==> src/hw/rtl/srq_pkg.sv <==
// Shared types and constants for the sequence reorder queue.
// No dependencies; imported by srq_ram users and the top level.
`default_nettype none
package srq_pkg;

  localparam int WIN_DEPTH = 16;
  localparam int WIN_AW    = $clog2(WIN_DEPTH);
  localparam int NUM_W     = 31;
  localparam int DATA_W    = 32;

  typedef enum logic [1:0] {
    ACT_PUSH = 2'd0,
    ACT_POP  = 2'd1,
    ACT_PEEK = 2'd2,
    ACT_NOP  = 2'd3
  } action_t;

  typedef enum logic [1:0] {
    ST_OK        = 2'd0,
    ST_STALE     = 2'd1,
    ST_BEYOND    = 2'd2,
    ST_NOT_READY = 2'd3
  } status_t;

  typedef struct packed {
    logic [1:0]        action;
    logic [NUM_W-1:0]  seq_num;
    logic [DATA_W-1:0] payload;
  } in_item_t;

  typedef struct packed {
    logic [1:0]        status;
    logic              data_valid;
    logic [DATA_W-1:0] payload_out;
    logic [NUM_W-1:0]  head_out;
  } out_item_t;

endpackage
`default_nettype wire

==> src/hw/rtl/srq_ram.sv <==
// Generic single-write, single-read RAM with registered read data.
// No dependencies.
`default_nettype none
module srq_ram #(
  parameter int WIDTH = 32,
  parameter int DEPTH = 16
) (
  input  wire logic                     clk,
  input  wire logic                     we,
  input  wire logic [$clog2(DEPTH)-1:0] waddr,
  input  wire logic [WIDTH-1:0]         wdata,
  input  wire logic [$clog2(DEPTH)-1:0] raddr,
  output logic      [WIDTH-1:0]         rdata
);

  logic [WIDTH-1:0] mem [DEPTH];

  always_ff @(posedge clk) begin
    if (we) begin
      mem[waddr] <= wdata;
    end
    rdata <= mem[raddr];
  end

endmodule
`default_nettype wire

==> src/hw/rtl/sequence_reorder_queue_unit.sv <==
// Sequence reorder queue top level: command port, config register, slot control.
// Depends on srq_pkg and srq_ram.
//
// Usage:
//   A transaction enters on in_item when start is high and busy is low.
//   action push stores payload at slot seq_num - head if in the window; pop and peek
//   return the head entry once it has been filled; pop advances the head.
//   Each transaction yields exactly one result on out_item, marked by
//   out_strobe for one cycle. The receiver cannot stall; results are never held.
//   out_strobe and out_item are registered: the accepted item is held in item_r
//   during the S_EXEC state and the result is registered from there.
//   A new transaction is not taken until the last one is through: busy is high
//   in the S_EXEC state after acceptance, while the head slot read from the payload
//   RAM returns and the slot is updated (one RAM port read, one write).
//   cfg_we writes start_number from cfg_wdata at any edge outside reset; the head
//   takes this number on the first push after reset.
//   Reset (rst_n low, synchronous) clears all slot valid bits, the head, the
//   started flag and start_number. Payload RAM contents are not cleared; an
//   entry is only returned when its valid bit is set.
`default_nettype none
module sequence_reorder_queue_unit
  import srq_pkg::*;
(
  input  wire logic             clk,
  input  wire logic             rst_n,
  input  wire logic             start,
  output logic                  busy,
  input  wire in_item_t         in_item,
  output logic                  out_strobe,
  output out_item_t             out_item,
  input  wire logic             cfg_we,
  input  wire logic [NUM_W-1:0] cfg_wdata
);

  typedef enum logic {S_IDLE, S_EXEC} state_t;

  state_t                state_r, state_nxt;
  in_item_t              item_r;
  logic [NUM_W-1:0]      start_num_r;
  logic [NUM_W-1:0]      head_num_r, head_num_nxt;
  logic [WIN_AW-1:0]     head_slot_r, head_slot_nxt;
  logic                  started_r, started_nxt;
  logic [WIN_DEPTH-1:0]  valid_r, valid_nxt;
  logic                  out_strobe_r, out_strobe_nxt;
  out_item_t             out_item_r, out_item_nxt;

  logic                  ram_we;
  logic [WIN_AW-1:0]     ram_waddr;
  logic [DATA_W-1:0]     ram_rdata;

  logic [NUM_W-1:0]      eff_head;
  logic [NUM_W-1:0]      diff;
  logic                  accept;

  assign accept = start && !busy;
  assign busy   = (state_r == S_EXEC);

  srq_ram #(
    .WIDTH(DATA_W),
    .DEPTH(WIN_DEPTH)
  ) u_slot_ram (
    .clk  (clk),
    .we   (ram_we),
    .waddr(ram_waddr),
    .wdata(item_r.payload),
    .raddr(head_slot_r),
    .rdata(ram_rdata)
  );

  assign eff_head  = started_r ? head_num_r : start_num_r;
  assign diff      = item_r.seq_num - eff_head;
  assign ram_waddr = head_slot_r + diff[WIN_AW-1:0];

  always_comb begin
    state_nxt      = state_r;
    head_num_nxt   = head_num_r;
    head_slot_nxt  = head_slot_r;
    started_nxt    = started_r;
    valid_nxt      = valid_r;
    out_strobe_nxt = 1'b0;
    out_item_nxt   = out_item_r;
    ram_we         = 1'b0;
    unique case (state_r)
      S_IDLE: begin
        if (accept) begin
          state_nxt = S_EXEC;
        end
      end
      S_EXEC: begin
        state_nxt                = S_IDLE;
        out_strobe_nxt           = 1'b1;
        out_item_nxt.status      = ST_OK;
        out_item_nxt.data_valid  = 1'b0;
        out_item_nxt.payload_out = '0;
        out_item_nxt.head_out    = head_num_r;
        case (item_r.action)
          ACT_PUSH: begin
            started_nxt           = 1'b1;
            head_num_nxt          = eff_head;
            out_item_nxt.head_out = eff_head;
            if (item_r.seq_num < eff_head) begin
              out_item_nxt.status = ST_STALE;
            end else if (diff[NUM_W-1:WIN_AW] != '0) begin
              out_item_nxt.status = ST_BEYOND;
            end else begin
              ram_we               = 1'b1;
              valid_nxt[ram_waddr] = 1'b1;
            end
          end
          ACT_POP, ACT_PEEK: begin
            if (!started_r || !valid_r[head_slot_r]) begin
              out_item_nxt.status = ST_NOT_READY;
            end else begin
              out_item_nxt.data_valid  = 1'b1;
              out_item_nxt.payload_out = ram_rdata;
              if (item_r.action == ACT_POP) begin
                valid_nxt[head_slot_r] = 1'b0;
                head_slot_nxt          = head_slot_r + 1'b1;
                head_num_nxt           = head_num_r + 1'b1;
              end
            end
          end
          default: begin
          end
        endcase
      end
      default: state_nxt = S_IDLE;
    endcase
  end

  always_ff @(posedge clk) begin
    if (!rst_n) begin
      state_r      <= S_IDLE;
      start_num_r  <= '0;
      head_num_r   <= '0;
      head_slot_r  <= '0;
      started_r    <= 1'b0;
      valid_r      <= '0;
      out_strobe_r <= 1'b0;
    end else begin
      state_r      <= state_nxt;
      head_num_r   <= head_num_nxt;
      head_slot_r  <= head_slot_nxt;
      started_r    <= started_nxt;
      valid_r      <= valid_nxt;
      out_strobe_r <= out_strobe_nxt;
      if (cfg_we) begin
        start_num_r <= cfg_wdata;
      end
    end
  end

  always_ff @(posedge clk) begin
    if (accept) begin
      item_r <= in_item;
    end
    out_item_r <= out_item_nxt;
  end

  assign out_strobe = out_strobe_r;
  assign out_item   = out_item_r;

`ifndef SYNTH
  a_strobe_follows_accept: assert property (@(posedge clk) disable iff (!rst_n)
    out_strobe |-> $past(accept, 2))
    else $error("result strobe without an accepted transaction");

  a_valid_means_ok: assert property (@(posedge clk) disable iff (!rst_n)
    (out_strobe && out_item.data_valid) |-> (out_item.status == ST_OK))
    else $error("head data returned with a failing status");

  a_pop_advances_head: assert property (@(posedge clk) disable iff (!rst_n)
    (state_r == S_EXEC && item_r.action == ACT_POP && started_r && valid_r[head_slot_r])
      |=> (head_slot_r == $past(head_slot_r) + 1'b1) && !valid_r[$past(head_slot_r)])
    else $error("pop did not advance and free the head slot");
`endif

endmodule
`default_nettype wire
==> config.mk <==
export PLATFORM = sky130hd
export DESIGN_NAME = sequence_reorder_queue_unit
export DESIGN_NICKNAME = d
export VERILOG_FILES = /design/src/hw/rtl/srq_pkg.sv /design/src/hw/rtl/srq_ram.sv /design/src/hw/rtl/sequence_reorder_queue_unit.sv
export SDC_FILE = /design/constraint.sdc
export NUM_CORES = 1
export LEC_CHECK = 0
export BUFFER_PORTS_ARGS = -buffer_cell sky130_fd_sc_hd__buf_4
export CAP_MARGIN = 20
export CORE_UTILIZATION = 45
export CTS_BUF_LIST = sky130_fd_sc_hd__clkbuf_8
export DETAILED_ROUTE_END_ITERATION = 12
export GPL_TIMING_DRIVEN = 0
export PLACE_DENSITY_LB_ADDON = 0.25
export SKIP_CTS_REPAIR_TIMING = 1
export SLEW_MARGIN = 20
export SYNTH_ARGS = -nofsm -noshare
export SYNTH_HDL_FRONTEND = slang
export SYNTH_SLANG_ARGS = --single-unit
==> constraint.sdc <==
create_clock -name clk -period 8.8 [get_ports clk]
set_clock_uncertainty 0.2 [all_clocks]
set_input_delay 1.76 -clock clk [delete_from_list [all_inputs] [get_ports clk]]
set_output_delay 1.76 -clock clk [all_outputs]
set_load 0.05 [all_outputs]
==> reports/metrics.yaml <==
setup_path:
  crit_path_end_kind: "register"
  arrival_ps: 8000
  startpoint: "started_r"
  r2r_start: "started_r"
  cpPeakStageDelay_ps: 930
  cp-start-kind: "register"
  r2r_slack_ps: 1080
  cp_common_cell: "clkbuf_1"
  worstSetupPathType: "reg2reg"
  crit_fanout: 15
  worstPathCellList: "clkbuf_1 -> clkbuf_1 -> mux2i_1 -> ha_1 -> clkbuf_1 -> nand4_1 -> a211oi_1 -> o21ai_0 -> a31oi_1 -> a41oi_1 -> xnor2_1 -> nor4_1 -> nand2_1 -> or4_1 -> nor2_4 -> buf_16 -> buf_12"
  slowest_stage: "clkbuf_1"
  cp.required_ps: 9080
placement:
  port_buffers: 166
  placed_area_sq_mm: 0.0348
  dp_hpwl_um: 57600
  pre_cts_slack_ps: 1300
  gp_congestion: 0.930
power_and_ir_drop:
  p_per_area_mw_per_mm2: 200
  p_leak_nw: 12.5
  p_sw_share_pct: 24.2
  ir_worst_vdd_v: 0.000138
  power_mw: 7.47
  p_int_mw: 5.66
  clkPwrFrac_pct: 39.9
  pwr-share-seq_pct: 53.6
  power.share.combinational_pct: 6.5
  p_sw_mw: 1.81
logic_synthesis:
  synth_warnings: 0
  synth-simple-area-share_pct: 6.96
  async_flop_share_pct: 0
  syn_area_sq_mm: 0.0313
  synth_area_leaders: "edfxtp_1, mux4_2, dfxtp_1"
  synth_common_cells: "edfxtp_1, mux4_2, dfxtp_1"
  ys_seq_elements: 760
  synth_top_flop_cell: "edfxtp_1"
  yosysMostFrequentCell: "edfxtp_1"
  syn_inst: 1903
  synthAdderAreaFrac_pct: 1.92
  syn_nets: 2050
  yosysTopAreaCellShare_pct: 61.6
  synth_top_family_by_area: "multiplexers"
  synth-edff-count: 643
  synth_xor_area_share_pct: 0.475
  ys_types: 69
  synth_compound_area_share_pct: 5.91
  yosysTopAreaCell: "edfxtp_1"
  synth_seq_area_share_pct: 69.1
  synthMuxAreaShare_pct: 14.0
  synth_area_per_cell_sq_um: 16.5
die:
  die_h_um: 266
  dieArea_sq_mm: 0.0707
  die_width_um: 266
  placementRows: 96
  core_area_sq_mm: 0.0687
  initial_core_util_pct: 45.6
  pin_count: 168
detailed_routing:
  vias_per_cell: 5.82
  wl_met2_um: 40700
  vias: 19100
  wl_per_cell_um: 25.8
  drt_wl_total_um: 84600
  dr.pass1.iters: 5
  met1_length_um: 36100
  remaining_drc_errors: 0
  drtIter0Drc: 2078
  dr.max_layer_used: "met4"
  ant_nets: 0
  wl_met3_um: 5750
cts:
  cts_made_buffers: 130
  path_clk_slew_ps: 60
  cts.sinks: 760
  cts_tree: "built"
  clkLatencyLatePin_ps: 790
  cts-root-buf: "clkbuf_8"
  clockBufferDepth: 3
  htreeDepth: 4
run_status:
  status: "complete, no violations"
global_route:
  grt_remaining_overflow: 0
  grt_pass1_vias: 19100
  antenna_found_initial: 2
  grt_max_degree: 43
  grtUsageTotal_pct: 24.2
  grt_pass1_wl_um: 124000
sta:
  finalSetupViolCount: 0
  slew_headroom_pct: 22.1
  drv_slew: 0
  hold_viol: 0
  fin_crit_sh_pct: 87.7
  tightest_slew_ps: 1170
  setup_slack_ps: 1080
  rsz0062_at_grt: "no"
  min_period_ps: 7720
  max_freq_mhz: 130
final_layout:
  drive_gt1_share_pct: 24.6
  final.fill_count: 5583
  final_cell_area_sq_mm: 0.0373
  synthToLayoutAreaGrowth_pct: 19.0
  final_nets: 2385
worst_hold_path:
  min-delay-start: "valid_r[14]"
  holdCritPathClass: "reg2reg"
job:
  maxCapViolations: 0
==> critical path: cells and delay by family (launching register included) <==
kind / cells / cell delay (ps)
DFF: 1 / 320
buffers and inverters: 5 / 2510
and+or+nand+nor: 5 / 2190
xor gates and xnor gates: 1 / 200
AOI/OAI and AO/OA: 4 / 1230
adders and majority gates: 1 / 370
muxes: 1 / 350
==> path summary, 6_finish.rpt <==
| kind | end | cells after the start |
|---|---|---|
| min | valid_r[14] | 2 |
| min reg2reg | valid_r[14] | 2 |
| max | u_slot_ram.mem[13][18] | 17 |
| max reg2reg | u_slot_ram.mem[13][18] | 17 |
==> state kept, by name, indices dropped and copies added (netlist names) <==
name	flops
started_r	1
valid_r	16
out_item	66
item_r	65
out_strobe	1
busy	1
start_num_r	31
head_num_r	31
head_slot_r	4
u_slot_ram.mem	512
u_slot_ram.rdata	32
==> metal layers <==
layer	global-route usage [%]	vias to the layer above
li1	-	8329
met1	33.5	9814
met2	38.7	825
met3	4.35	117
met4	8.53	0
met5	0	-
==> power by group through the flow <==
stage	Clock (mW)	Sequential, mW	Combinational [mW]
floorplan	0	4.10	0.254
CTS	3.04	4.00	0.480
finish	2.98	4.00	0.488
detailed placement	0	4.08	0.478
global placement	0	4.08	0.459
global route	3.20	4.01	0.521
==> placed cells by master, fill, tap and decap left out, drive strengths merged, types with 6 or more instances in the layout <==
master,n
nor2b,47
ha,45
and3,56
a21o,11
a22oi,6
nor3,14
o22ai,22
nand3,23
dfxtp,117
o221a,6
nor2,99
nand2b,12
clkbuf,227
a31oi,10
mux2i,66
mux4,165
nor4,18
nand2,75
inv,90
nand4,17
edfxtp,643
o211ai,13
a21oi,103
o21ai,65
clkinv,33
o21a,6
a211oi,14
or3,8
and2,17
or4,7
buf,223
xnor2,16
==> cell families after synthesis <==
logic type	Yosys count
simple gates	416
fa+ha+maj	47
mux	231
xor+xnor	17
buf+inv	137
compound gates	295
flops	760
==> final cells by class <==
type                    instances  area (sq um)  share of cell area (%)
plain buffers                 107           425                    1.14
diodes                          1          2.50                 0.00671
clock buffers                 140          1930                    5.17
well taps                     931          1160                    3.12
repair buffers                203          2200                    5.89
flip-flops and latches        760         21700                    58.0
clock inverters                99           533                    1.43
multi-input cells            1006          9290                    24.9
inverters                      30           113                   0.302
==> metrics by stage <==
| step | cells | setup TNS (ps) | util (%) | hold slack (ps) |
|---|---|---|---|---|
| final | 3277 | 0 | 54.3 | 264 |
| after global routing | 3277 | 0 | 54.3 | 292 |
| after CTS | 3276 | 0 | 54.3 | 264 |
| after detailed placement | 3037 | 0 | 50.7 | 255 |
| after global placement | 3000 | -507980 | 49.1 | 244 |
| after floorplan | 1903 | 0 | - | 232 |
No activity file was read; power rests on OpenSTA's default activity.
